--- src/rtl/core/sha1md_pkg.sv ---
// Shared types and constants of the SHA-1 message digest core.
// No dependencies; every other file of the core imports this package.
package sha1md_pkg;

	localparam int unsigned WORD_W       = 32;
	localparam int unsigned DIGEST_WORDS = 5;
	localparam int unsigned BLOCK_BITS   = 512;
	localparam int unsigned SCHED_WORDS  = 16;
	localparam int unsigned ROUNDS       = 80;
	localparam int unsigned FIFO_DEPTH   = 4;
	localparam int unsigned FILL_W       = 6;
	localparam int unsigned IDX_W        = 3;

	localparam logic [FILL_W-1:0] FILL_MAX = 6'd63;
	localparam logic [FILL_W-1:0] LEN_POS  = 6'd56;
	localparam logic [7:0]        PAD_BYTE = 8'h80;
	localparam logic [IDX_W-1:0]  IDX_LAST = 3'd4;

	typedef logic [DIGEST_WORDS-1:0][WORD_W-1:0] digest_t;

	localparam digest_t SHA1_IV = {
		32'hC3D2E1F0, 32'h10325476, 32'h98BADCFE, 32'hEFCDAB89, 32'h67452301
	};

	localparam logic [WORD_W-1:0] K0 = 32'h5A827999;
	localparam logic [WORD_W-1:0] K1 = 32'h6ED9EBA1;
	localparam logic [WORD_W-1:0] K2 = 32'h8F1BBCDC;
	localparam logic [WORD_W-1:0] K3 = 32'hCA62C1D6;

	typedef struct packed {
		logic [7:0] data_byte;
		logic       has_byte;
		logic       is_last;
	} in_item_t;

	typedef struct packed {
		logic [WORD_W-1:0] digest_word;
		logic [IDX_W-1:0]  word_index;
		logic              last_word;
	} out_item_t;

	typedef struct packed {
		logic valid;
		logic last_blk;
	} blk_req_t;

	typedef enum logic [1:0] {
		ABS_RUN,
		ABS_MARK,
		ABS_PAD,
		ABS_LEN
	} abs_state_t;

	typedef enum logic [1:0] {
		RND_IDLE,
		RND_RUN,
		RND_ADD
	} rnd_state_t;

endpackage

--- src/rtl/core/sha1_message_digest_core.sv ---
// Top level of the SHA-1 message digest core.
// Depends on sha1md_pkg, sha1md_front, sha1md_absorb, sha1md_round and sha1md_outq.
//
// Bytes go in one beat at a time; a beat with is_last closes the message and five digest
// beats follow, h0 first. The block assembler fills the next block while the round engine
// works. Each 64-byte block holds the round engine for its load, 80 rounds and chaining add.
// Closing a message adds the padding and length bytes (9 to 72) and then the last block
// before the digest appears. The digest stage holds one digest; the next message is
// absorbed meanwhile and its final block waits for it.
module sha1_message_digest_core #(
	parameter int unsigned FIFO_DEPTH = sha1md_pkg::FIFO_DEPTH
) (
	input  logic                  clk,
	input  logic                  arst_n,
	input  logic                  push,
	output logic                  full,
	input  sha1md_pkg::in_item_t  item,
	output logic                  empty,
	input  logic                  pop,
	output sha1md_pkg::out_item_t result
);
	import sha1md_pkg::*;

	in_item_t              cmd;
	logic                  cmd_valid;
	logic                  cmd_take;
	blk_req_t              blk;
	logic [BLOCK_BITS-1:0] blk_data;
	logic                  blk_ready;
	logic                  dig_valid;
	logic                  dig_ready;
	digest_t               dig_words;

	sha1md_front #(
		.DEPTH(FIFO_DEPTH)
	) u_front (
		.clk      (clk),
		.arst_n   (arst_n),
		.push     (push),
		.full     (full),
		.item     (item),
		.cmd_valid(cmd_valid),
		.cmd_take (cmd_take),
		.cmd      (cmd)
	);

	sha1md_absorb u_absorb (
		.clk      (clk),
		.arst_n   (arst_n),
		.cmd_valid(cmd_valid),
		.cmd_take (cmd_take),
		.cmd      (cmd),
		.blk_ready(blk_ready),
		.blk      (blk),
		.blk_data (blk_data)
	);

	sha1md_round u_round (
		.clk      (clk),
		.arst_n   (arst_n),
		.blk      (blk),
		.blk_data (blk_data),
		.blk_ready(blk_ready),
		.dig_ready(dig_ready),
		.dig_valid(dig_valid),
		.dig_words(dig_words)
	);

	sha1md_outq u_outq (
		.clk      (clk),
		.arst_n   (arst_n),
		.dig_valid(dig_valid),
		.dig_words(dig_words),
		.dig_ready(dig_ready),
		.empty    (empty),
		.pop      (pop),
		.result   (result)
	);

`ifndef NO_ASSERTIONS
	assert property (@(posedge clk) disable iff (!arst_n) blk.valid |-> blk_ready)
		else $error("block handed over while round engine busy");

	assert property (@(posedge clk) disable iff (!arst_n) dig_valid |-> dig_ready)
		else $error("digest loaded over a digest still being read");

	assert property (@(posedge clk) disable iff (!arst_n)
		(!empty && result.last_word) |-> (result.word_index == IDX_LAST))
		else $error("last word flag on wrong digest word");

	assert property (@(posedge clk) disable iff (!arst_n)
		(pop && !empty && result.last_word) |=> empty)
		else $error("digest stage not drained after final word");
`endif

endmodule

--- src/rtl/core/sha1md_front.sv ---
// Input queue of the SHA-1 core: takes beats, drops those with no effect.
// Depends on sha1md_pkg.
module sha1md_front #(
	parameter int unsigned DEPTH = sha1md_pkg::FIFO_DEPTH
) (
	input  logic                 clk,
	input  logic                 arst_n,
	input  logic                 push,
	output logic                 full,
	input  sha1md_pkg::in_item_t item,
	output logic                 cmd_valid,
	input  logic                 cmd_take,
	output sha1md_pkg::in_item_t cmd
);
	import sha1md_pkg::*;

	localparam int unsigned PTR_W = (DEPTH > 1) ? $clog2(DEPTH) : 1;
	localparam int unsigned CNT_W = $clog2(DEPTH + 1);

	in_item_t         mem_q [DEPTH];
	logic [PTR_W-1:0] wr_ptr_q;
	logic [PTR_W-1:0] rd_ptr_q;
	logic [CNT_W-1:0] cnt_q;
	logic             keep;
	logic             take;

	assign full      = cnt_q == CNT_W'(DEPTH);
	assign cmd_valid = cnt_q != '0;
	assign cmd       = mem_q[rd_ptr_q];
	assign keep      = push && !full && (item.has_byte || item.is_last);
	assign take      = cmd_take && cmd_valid;

	always_ff @(posedge clk) begin
		if (keep) begin
			mem_q[wr_ptr_q] <= item;
		end
	end

	always_ff @(posedge clk or negedge arst_n) begin
		if (!arst_n) begin
			wr_ptr_q <= '0;
			rd_ptr_q <= '0;
			cnt_q    <= '0;
		end else begin
			if (keep) begin
				wr_ptr_q <= (wr_ptr_q == PTR_W'(DEPTH - 1)) ? '0 : wr_ptr_q + 1'b1;
			end
			if (take) begin
				rd_ptr_q <= (rd_ptr_q == PTR_W'(DEPTH - 1)) ? '0 : rd_ptr_q + 1'b1;
			end
			if (keep && !take) begin
				cnt_q <= cnt_q + 1'b1;
			end else if (take && !keep) begin
				cnt_q <= cnt_q - 1'b1;
			end
		end
	end

endmodule

--- src/rtl/core/sha1md_absorb.sv ---
// Block assembler of the SHA-1 core: gathers bytes, counts bits and appends padding.
// Depends on sha1md_pkg; hands full blocks to sha1md_round.
module sha1md_absorb (
	input  logic                             clk,
	input  logic                             arst_n,
	input  logic                             cmd_valid,
	output logic                             cmd_take,
	input  sha1md_pkg::in_item_t             cmd,
	input  logic                             blk_ready,
	output sha1md_pkg::blk_req_t             blk,
	output logic [sha1md_pkg::BLOCK_BITS-1:0] blk_data
);
	import sha1md_pkg::*;

	abs_state_t          state_q;
	abs_state_t          state_d;
	logic [BLOCK_BITS-9:0] buf_q;
	logic [FILL_W-1:0]   fill_q;
	logic [FILL_W-1:0]   fill_inc;
	logic [63:0]         bits_q;
	logic [63:0]         len_q;
	logic                can_push;
	logic                push_en;
	logic [7:0]          push_val;
	logic                load_len;

	assign fill_inc = fill_q + 1'b1;
	assign can_push = (fill_q != FILL_MAX) || blk_ready;
	assign blk_data = {buf_q, push_val};

	always_comb begin
		state_d  = state_q;
		push_en  = 1'b0;
		push_val = '0;
		cmd_take = 1'b0;
		load_len = 1'b0;
		unique case (state_q)
			ABS_RUN: begin
				if (cmd_valid && can_push) begin
					cmd_take = 1'b1;
					push_en  = cmd.has_byte;
					push_val = cmd.data_byte;
					if (cmd.is_last) begin
						load_len = 1'b1;
						state_d  = ABS_MARK;
					end
				end
			end
			ABS_MARK: begin
				if (can_push) begin
					push_en  = 1'b1;
					push_val = PAD_BYTE;
					state_d  = (fill_inc == LEN_POS) ? ABS_LEN : ABS_PAD;
				end
			end
			ABS_PAD: begin
				if (can_push) begin
					push_en = 1'b1;
					if (fill_inc == LEN_POS) begin
						state_d = ABS_LEN;
					end
				end
			end
			ABS_LEN: begin
				if (can_push) begin
					push_en  = 1'b1;
					push_val = len_q[63:56];
					if (fill_q == FILL_MAX) begin
						state_d = ABS_RUN;
					end
				end
			end
			default: state_d = ABS_RUN;
		endcase
		blk.valid    = push_en && (fill_q == FILL_MAX);
		blk.last_blk = state_q == ABS_LEN;
	end

	always_ff @(posedge clk or negedge arst_n) begin
		if (!arst_n) begin
			state_q <= ABS_RUN;
		end else begin
			state_q <= state_d;
		end
	end

	always_ff @(posedge clk or negedge arst_n) begin
		if (!arst_n) begin
			fill_q <= '0;
			bits_q <= '0;
		end else begin
			if (push_en) begin
				fill_q <= fill_inc;
			end
			if (load_len) begin
				bits_q <= '0;
			end else if (push_en && state_q == ABS_RUN) begin
				bits_q <= bits_q + 64'd8;
			end
		end
	end

	always_ff @(posedge clk) begin
		if (push_en) begin
			buf_q <= {buf_q[BLOCK_BITS-17:0], push_val};
		end
		if (load_len) begin
			len_q <= bits_q + (cmd.has_byte ? 64'd8 : 64'd0);
		end else if (push_en && state_q == ABS_LEN) begin
			len_q <= {len_q[55:0], 8'h00};
		end
	end

endmodule

--- src/rtl/core/sha1md_round.sv ---
// Compression engine of the SHA-1 core: one round per cycle, rolling schedule.
// Depends on sha1md_pkg; fed by sha1md_absorb, feeds sha1md_outq.
module sha1md_round (
	input  logic                              clk,
	input  logic                              arst_n,
	input  sha1md_pkg::blk_req_t              blk,
	input  logic [sha1md_pkg::BLOCK_BITS-1:0] blk_data,
	output logic                              blk_ready,
	input  logic                              dig_ready,
	output logic                              dig_valid,
	output sha1md_pkg::digest_t               dig_words
);
	import sha1md_pkg::*;

	localparam int unsigned ROUND_W = $clog2(ROUNDS);

	rnd_state_t        state_q;
	rnd_state_t        state_d;
	digest_t           chain_q;
	digest_t           work_q;
	logic [WORD_W-1:0] sched_q [SCHED_WORDS];
	logic [ROUND_W-1:0] round_q;
	logic              last_q;
	logic [WORD_W-1:0] f;
	logic [WORD_W-1:0] k;
	logic [WORD_W-1:0] tmp;
	logic [WORD_W-1:0] mix;
	logic [WORD_W-1:0] new_w;
	logic [WORD_W-1:0] a, b, c, d, e;

	assign a = work_q[0];
	assign b = work_q[1];
	assign c = work_q[2];
	assign d = work_q[3];
	assign e = work_q[4];

	assign mix   = sched_q[13] ^ sched_q[8] ^ sched_q[2] ^ sched_q[0];
	assign new_w = {mix[WORD_W-2:0], mix[WORD_W-1]};
	assign tmp   = {a[WORD_W-6:0], a[WORD_W-1:WORD_W-5]} + f + e + k + sched_q[0];

	always_comb begin
		if (round_q < ROUND_W'(20)) begin
			f = (b & c) | (~b & d);
			k = K0;
		end else if (round_q < ROUND_W'(40)) begin
			f = b ^ c ^ d;
			k = K1;
		end else if (round_q < ROUND_W'(60)) begin
			f = (b & c) | (b & d) | (c & d);
			k = K2;
		end else begin
			f = b ^ c ^ d;
			k = K3;
		end
	end

	always_comb begin
		for (int i = 0; i < DIGEST_WORDS; i++) begin
			dig_words[i] = chain_q[i] + work_q[i];
		end
	end

	assign blk_ready = state_q == RND_IDLE;
	assign dig_valid = (state_q == RND_ADD) && last_q && dig_ready;

	always_comb begin
		state_d = state_q;
		unique case (state_q)
			RND_IDLE: begin
				if (blk.valid) begin
					state_d = RND_RUN;
				end
			end
			RND_RUN: begin
				if (round_q == ROUND_W'(ROUNDS - 1)) begin
					state_d = RND_ADD;
				end
			end
			RND_ADD: begin
				if (!last_q || dig_ready) begin
					state_d = RND_IDLE;
				end
			end
			default: state_d = RND_IDLE;
		endcase
	end

	always_ff @(posedge clk or negedge arst_n) begin
		if (!arst_n) begin
			state_q <= RND_IDLE;
		end else begin
			state_q <= state_d;
		end
	end

	always_ff @(posedge clk or negedge arst_n) begin
		if (!arst_n) begin
			chain_q <= SHA1_IV;
			round_q <= '0;
		end else begin
			if (state_q == RND_IDLE && blk.valid) begin
				round_q <= '0;
			end else if (state_q == RND_RUN) begin
				round_q <= round_q + 1'b1;
			end
			if (state_q == RND_ADD) begin
				if (!last_q) begin
					chain_q <= dig_words;
				end else if (dig_ready) begin
					chain_q <= SHA1_IV;
				end
			end
		end
	end

	always_ff @(posedge clk) begin
		if (state_q == RND_IDLE && blk.valid) begin
			for (int i = 0; i < SCHED_WORDS; i++) begin
				sched_q[i] <= blk_data[BLOCK_BITS-1-WORD_W*i -: WORD_W];
			end
			work_q <= chain_q;
			last_q <= blk.last_blk;
		end else if (state_q == RND_RUN) begin
			for (int i = 0; i < SCHED_WORDS - 1; i++) begin
				sched_q[i] <= sched_q[i+1];
			end
			sched_q[SCHED_WORDS-1] <= new_w;
			work_q[4] <= d;
			work_q[3] <= c;
			work_q[2] <= {b[1:0], b[WORD_W-1:2]};
			work_q[1] <= a;
			work_q[0] <= tmp;
		end
	end

endmodule

--- src/rtl/core/sha1md_outq.sv ---
// Result stage of the SHA-1 core: holds one digest and hands it out word by word.
// Depends on sha1md_pkg; loaded by sha1md_round.
module sha1md_outq (
	input  logic                  clk,
	input  logic                  arst_n,
	input  logic                  dig_valid,
	input  sha1md_pkg::digest_t   dig_words,
	output logic                  dig_ready,
	output logic                  empty,
	input  logic                  pop,
	output sha1md_pkg::out_item_t result
);
	import sha1md_pkg::*;

	digest_t          words_q;
	logic [IDX_W-1:0] idx_q;
	logic             busy_q;

	assign dig_ready          = !busy_q;
	assign empty              = !busy_q;
	assign result.digest_word = words_q[0];
	assign result.word_index  = idx_q;
	assign result.last_word   = idx_q == IDX_LAST;

	always_ff @(posedge clk or negedge arst_n) begin
		if (!arst_n) begin
			busy_q <= 1'b0;
			idx_q  <= '0;
		end else if (dig_valid) begin
			busy_q <= 1'b1;
			idx_q  <= '0;
		end else if (pop && busy_q) begin
			if (idx_q == IDX_LAST) begin
				busy_q <= 1'b0;
				idx_q  <= '0;
			end else begin
				idx_q <= idx_q + 1'b1;
			end
		end
	end

	always_ff @(posedge clk) begin
		if (dig_valid) begin
			words_q <= dig_words;
		end else if (pop && busy_q) begin
			for (int i = 0; i < DIGEST_WORDS - 1; i++) begin
				words_q[i] <= words_q[i+1];
			end
		end
	end

endmodule

--- config.mk ---
export PLATFORM = sky130hd
export DESIGN_NAME = sha1_message_digest_core
export DESIGN_NICKNAME = d
export VERILOG_FILES = /design/src/rtl/core/sha1md_pkg.sv /design/src/rtl/core/sha1_message_digest_core.sv /design/src/rtl/core/sha1md_front.sv /design/src/rtl/core/sha1md_absorb.sv /design/src/rtl/core/sha1md_round.sv /design/src/rtl/core/sha1md_outq.sv
export SDC_FILE = /design/constraint.sdc
export NUM_CORES = 2
export LEC_CHECK = 0
export ABC_AREA = 1
export BUFFER_PORTS_ARGS = -buffer_cell sky130_fd_sc_hd__buf_2
export CORE_MARGIN = 2
export CORE_UTILIZATION = 25
export DETAILED_ROUTE_END_ITERATION = 12
export PLACE_DENSITY = 0.41
export SLEW_MARGIN = 15
export SYNTH_ARGS = -nofsm -noshare
export SYNTH_HDL_FRONTEND = slang
export SYNTH_SLANG_ARGS = --single-unit
--- constraint.sdc ---
create_clock -name clk -period 23 [get_ports clk]
set_input_delay 2.3 -clock clk [delete_from_list [all_inputs] [get_ports clk]]
set_output_delay 2.3 -clock clk [all_outputs]
set_load 0.01 [all_outputs]
# After elaboration in Yosys (flattened, before gate mapping)
# Memories as Yosys holds them, arrays and structs flattened.
# Cells that the tools add are included.
# totals
in_bits	14
output_inout_bits	38
wordCells	216
memories	2
mem_bits_rw	552
ff_bits	1141
# mem_list
name	words	word_bits	rd	rd_ports_with_merged_regs	wr	line_no	source
u_round.sched_q	16	32	16	0	16	sha1md_round.sv:21	logic [WORD_W-1:0] sched_q [SCHED_WORDS];
u_front.mem_q	4	10	1	0	1	sha1md_front.sv:20	in_item_t mem_q [DEPTH];
# op_classes
reduce_logical	35
n_eq_ne	24
addsub	18
n_bitwise	29
order_cmp	3
n_mux	77
# op_table
cell	count
$mux W32	21
$mux W160	4
$add A32 B32 Y32	9
$mux W128	2
$mux W64	4
$xor A32 B32 Y32	5
$and A32 B32 Y32	4
$or A32 B32 Y32	3
$add A64 B4 Y64 const B	1
$add A64 B64 Y64	1
$not A32 Y32	1
$mux W31	1
$mux W2	12
$mux W8	3
$pmux W8 S3	1
$mux W1	18
$or A1 B1 Y1	16
$mux W3	5
$lt A7 B6 Y1 const B	2
$mux W7	2
$logic_and A1 B1 Y1	13
$eq A6 B6 Y1 const B	2
$ne A2 B1 Y1 const B	6
$reduce_bool A2 Y1	6
other kinds (24)	44

# Longest topological paths before layout
# depth
word_depth	12
ltp_mapped	25
mapped_depth_nobuf	23

# By module
# A second synthesis with hierarchy kept.
# hier_totals
hier_cells	9018
hier_area_um2	85379.4
# modules_own_cells
mod	instances	cells_per_inst	area_per_inst_um2
sha1md_round	1	6511	52939.5
sha1md_absorb	1	1693	23511.3
sha1md_outq	1	635	6862.8
sha1md_front	1	179	2065.7

# Worst setup path after synthesis
# Ideal clock, no wire load.
# synth_path
path_kind	flip-flop to flip-flop
startpoint	reg u_absorb.fill_q[0]
endpoint	reg u_round.work_q (netlist bit u_round.a[0]), enable pin
setup_slack_ns	6.170
period_less_slack_ns	16.830
arrival_ns	12.099
path_stages_with_launch	11
n_path_buf	1
path_cell_list	dfrtp_1 -> ha_1 -> nand2_2 -> nor2_4 -> nand2_4 -> nor2_8 -> nand2_1 -> inv_2 -> nand2_2 -> buf_2 -> nand2_1
# synth_between
elab_chain_len	8
elab_cells_between_ends	10
classes_between	eq/ne (2); mux (3); reduce/logical (5)
# synth_rtl
item	line_no	source
from (decl)	sha1md_absorb.sv:18	logic [FILL_W-1:0] fill_q;
from (signal assigned)	sha1md_absorb.sv:93	fill_q <= fill_inc;
$ne A6 B6 Y1	sha1md_absorb.sv:28	assign can_push = (fill_q != FILL_MAX) || blk_ready;
$logic_or A1 B1 Y1	sha1md_absorb.sv:28	
$logic_and A1 B1 Y1	sha1md_absorb.sv:39	if (cmd_valid && can_push) begin
$mux W1	sha1md_absorb.sv:39	
$pmux W1 S2	sha1md_absorb.sv:37	unique case (state_q)
$logic_and A1 B1 Y1 *	sha1md_absorb.sv:75	blk.valid = push_en && (fill_q == FILL_MAX);
$logic_and A1 B1 Y1 *	sha1md_round.sv:117	if (state_q == RND_IDLE && blk.valid) begin
$reduce_bool A2 Y1 (no line) *	--	
to (signal assigned)	sha1md_round.sv:121	work_q <= chain_q;
to (decl)	sha1md_round.sv:20	digest_t work_q;
# Every way passes the cells marked *; elsewhere a longest branch is shown, timed or not.
# A chain may end at the register's enable or synchronous reset.

==> impl_results.md <==
- # DRC: 0
- Worst setup SP type: register
- Initial Util: 25.1%
- Yosys top cell by area: edfxtp_1
- Hold Path Sink: u_absorb.buf_q[73]$_DFFE_PP_
- Ys flop type: edfxtp_1
- Leak: 40.4 nW
- Hold Crit Class: reg -> reg
- Crit-path max FO: 76
- Fraction of the mapped netlist area in adder cells: 6.00%
- Post-synthesis mux area share: 0.0133%
- Required time of the critical path: 23.51 ns
- Post-Route Setup TNS: 0 ns
- Yosys cell types: 57
- Post-Synth Simple-Gate Area: 21.4%
- Worst-path clk slew: 0.07 ns
- YS warnings: 0
- Total global routing track utilization: 16.4%
- Critical path class: reg -> reg
- RD Place Congestion: 0.912
- Crit path cell chain: inv_2, nand2_1, nand3_1, nand3_2, nand2_4, nand2_8, nand2_4, buf_4, buf_4, buf_4, buf_4
- Clk root buf: clkbuf_16
- Final Util: between 20% and 30%
- NumNets Final: a little over 9000
- Worst r2r dst: u_round.sched_q[2][30]$_DFFE_PP_
- Post-synth top area share: roughly 51%
- Cell count after synthesis: ~8800
- Vias in the first global route: about 60000
- Core outline area: roughly 340000 um2
- Max-slew violations: 0
- Max Buffers Root-to-Sink: 4
- WL final: about 280 mm
- I/O pin count: 52
- Arr. time, crit path: slightly below 7 ns
- Drt first pass iters: 5
- Fillers: ~36000
- Synth Register Bits: 1687
- Synth Area in Compound Gates: 5.70%
- ANT nets after route: 0
- CTS hold repair buffers: 0
- Max Cap Viol: 0
- Post-synth EDFFs: about 1400
- Multi-input gate area: 30400 um2
- Die area: 344000 um2
- Origin of the critical flop-to-flop path: u_front.rd_ptr_q[0]$_DFFE_PN0P_
- Syn avg cell area: between 9 and 10 um2
- Tmin final: between 6 and 7 ns
- Area Overhead vs Synth: 14.0%
- Status: complete, no violations
- Synth top cells by count: 3300 x nand2_1, 1438 x edfxtp_1, 865 x inv_1
- Mapped cell area: 84800 um2
- Initial antenna violation count: 6
- Relative max-transition margin: 30.1%
- Synth area leaders: edfxtp_1 51%, nand2_1 15%, dfrtp_1 5.0%
- Final global-route overflow total: 0
- DR vias: 60300
- Largest net degree at the start of global routing: between 100 and 150
- CP Capture Type: register
- CTS tree: built
- Syn nets: 9169
- Most frequent CP cell: buf_4
- FP Rows: 213
- Period Utilization, post-route: 28.1%
- Post-CTS resize count: 0
- Count leader, synth: nand2_1
- Setup-failing EPs final: 0
- RSZ-0062 raised after global routing: false
- Post-CTS setup buffers: 0
- PortBufs: 51
- Clk Latency, worst-skew pair: around 0.9 ns
- Non-filler cells in the finished layout: roughly 14000
- Fmax: 0.155 GHz
- Die Ht: 586 um
- Tot Pwr: 0.0123 W
- CP max stage cell: buf_4
- Largest family of logic cells by synthesized area: simple AND/OR/NAND/NOR gates
- Vias per cell: around 4.5
- Synth async-reset ratio: 14.8%
- First-pass GRT wire length: 418 mm
- H-tree depth: 4
- Min-Delay Startpoint: u_absorb.buf_q[65]$_DFFE_PP_
- Initial DRC count: about 4400
- Worst stage delay on the critical path: 0.95 ns
- Reg2Reg Depth: 11
- Hpwl dp: 207 mm
- R2R Setup Slk: roughly 17 ns
- Placed Instances: about 13000
- # clock sinks: approximately 1700
- DR WL/cell: 21.0 um
- XOR/XNOR Fraction of Synth Area: 2.76%
- Storage element area: slightly below 50000 um2
- Hold Vio Cnt, Final: 0
- Total CTS buffers: 206
- Share of layout cells above drive strength 1: 6.85%
- Sequential area share after synthesis: slightly below 60%
- Worst hold stages: 0
- Cell Pwr Density: 127 nW/um2
- Worst Skew: 0.0718 ns
- Slew @ Worst Pin: 1.05 ns
- Worst VDD drop: 0.109 mV
- Die span in x: 586 um
==> placed cells by master (no fill, tap or decap), types with 8 or more instances in the layout <==
master,synthesis,layout
o21bai_1,15,15
nand2_1,3300,3296
or2_2,12,12
buf_2,74,50
o21a_1,8,8
nand3b_1,47,47
o22ai_1,28,28
clkinv_2,0,57
xor2_1,112,112
bufinv_16,0,21
clkinv_16,0,8
inv_2,17,14
nor3_1,84,83
edfxtp_1,1438,1438
nand4_1,74,74
clkbuf_1,130,31
xnor2_1,155,155
nand2_4,5,8
a221oi_1,17,17
nand3_2,12,12
nor2_1,427,425
clkinv_1,0,20
nor2_2,11,11
o21ai_0,428,428
and2_1,30,30
dfstp_2,80,80
ha_1,218,218
nand3_1,420,420
clkbuf_8,0,15
a211oi_1,18,18
clkinvlp_4,0,15
a21oi_1,292,292
buf_4,75,62
clkbuf_16,0,206
o21ai_1,42,42
dfrtp_1,169,169
o221ai_1,18,18
fa_1,118,118
inv_1,865,864
==> report_power, final <==
part           internal, W  leakage (nW)  switching, W
Combinational      0.00109          20.2       0.00266
Clock              0.00194          3.38       0.00140
Sequential         0.00469          16.9      0.000489
==> how the worst max path moves through the flow <==
stage | from | to | slack [ns] | cells past startpoint
4_1_cts | u_front.rd_ptr_q[0]$_DFFE_PN0P_ | u_round.sched_q[4][46]$_DFFE_PP_ | 16.42 | 11
6_report | u_front.rd_ptr_q[0]$_DFFE_PN0P_ | u_round.sched_q[2][30]$_DFFE_PP_ | 16.55 | 11
2_1_floorplan | u_absorb.fill_q[0]$_DFFE_PN0P_ | u_round.a[0]$_DFFE_PP_ | 6.17 | 10
3_3_place_gp | u_front.rd_ptr_q[0]$_DFFE_PN0P_ | u_round.sched_q[1][54]$_DFFE_PP_ | 16.47 | 11
3_5_place_dp | u_front.rd_ptr_q[0]$_DFFE_PN0P_ | u_round.sched_q[4][54]$_DFFE_PP_ | 16.45 | 11
5_1_grt | u_front.rd_ptr_q[0]$_DFFE_PN0P_ | u_round.sched_q[4][46]$_DFFE_PP_ | 15.97 | 11
==> layer usage <==
layer	global-route usage (%)	share of wire, %
met4	4.62	2.9
met3	1.84	3.4
met1	23.0	48
met2	26.4	46
met5	0	0
==> state kept, by name, indices dropped and copies added (netlist names), 3 cells and up <==
signal / cells
u_absorb.bits_q: 61
u_outq.words_q: 128
u_round.round_q: 7
u_round.a: 32
u_outq.idx_q: 3
u_front.mem_q: 40
u_round.e: 32
u_outq.result: 32
u_round.sched_q: 512
u_front.cnt_q: 3
u_round.d: 32
u_absorb.buf_q: 504
u_round.chain_q: 160
u_absorb.len_q: 61
u_round.c: 32
u_absorb.fill_q: 6
u_round.b: 32
==> area by class of cell <==
type,count,share of cell area [%]
clock buffer,252,5.67
inverter,884,3.48
antenna,5,0.0129
tap,4515,5.84
clock inverter,132,1.51
timing repair buffer,115,0.797
sequential,1687,51.2
multi-input combinational,5948,31.5
==> per-stage QoR <==
| stage | cell area, um2 | hold WS (ns) | worst slack (ns) |
|---|---|---|---|
| 2_1_floorplan | 84800 | 0.421 | 6.17 |
| 3_3_place_gp | 89700 | 0.425 | 16.47 |
| 3_5_place_dp | 89700 | 0.429 | 16.45 |
| 4_1_cts | 96700 | 0.415 | 16.42 |
| 5_1_grt | 96700 | 0.427 | 15.97 |
| 6_report | 96700 | 0.418 | 16.55 |
==> cell families after synthesis <==
group           Yosys count
compound gates          897
fa+ha+maj               336
flops                  1687
simple gates           4447
buf+inv                1184
mux                       1
xor+xnor                267
==> critical path: cells and delay by family, from the launching register on <==
kind                   cells  cell delay (ns)
AND/OR/NAND/NOR            6             1.36
buffers and inverters      5             3.67
flip-flops                 1             0.62
(Power assumes the default switching activity.)
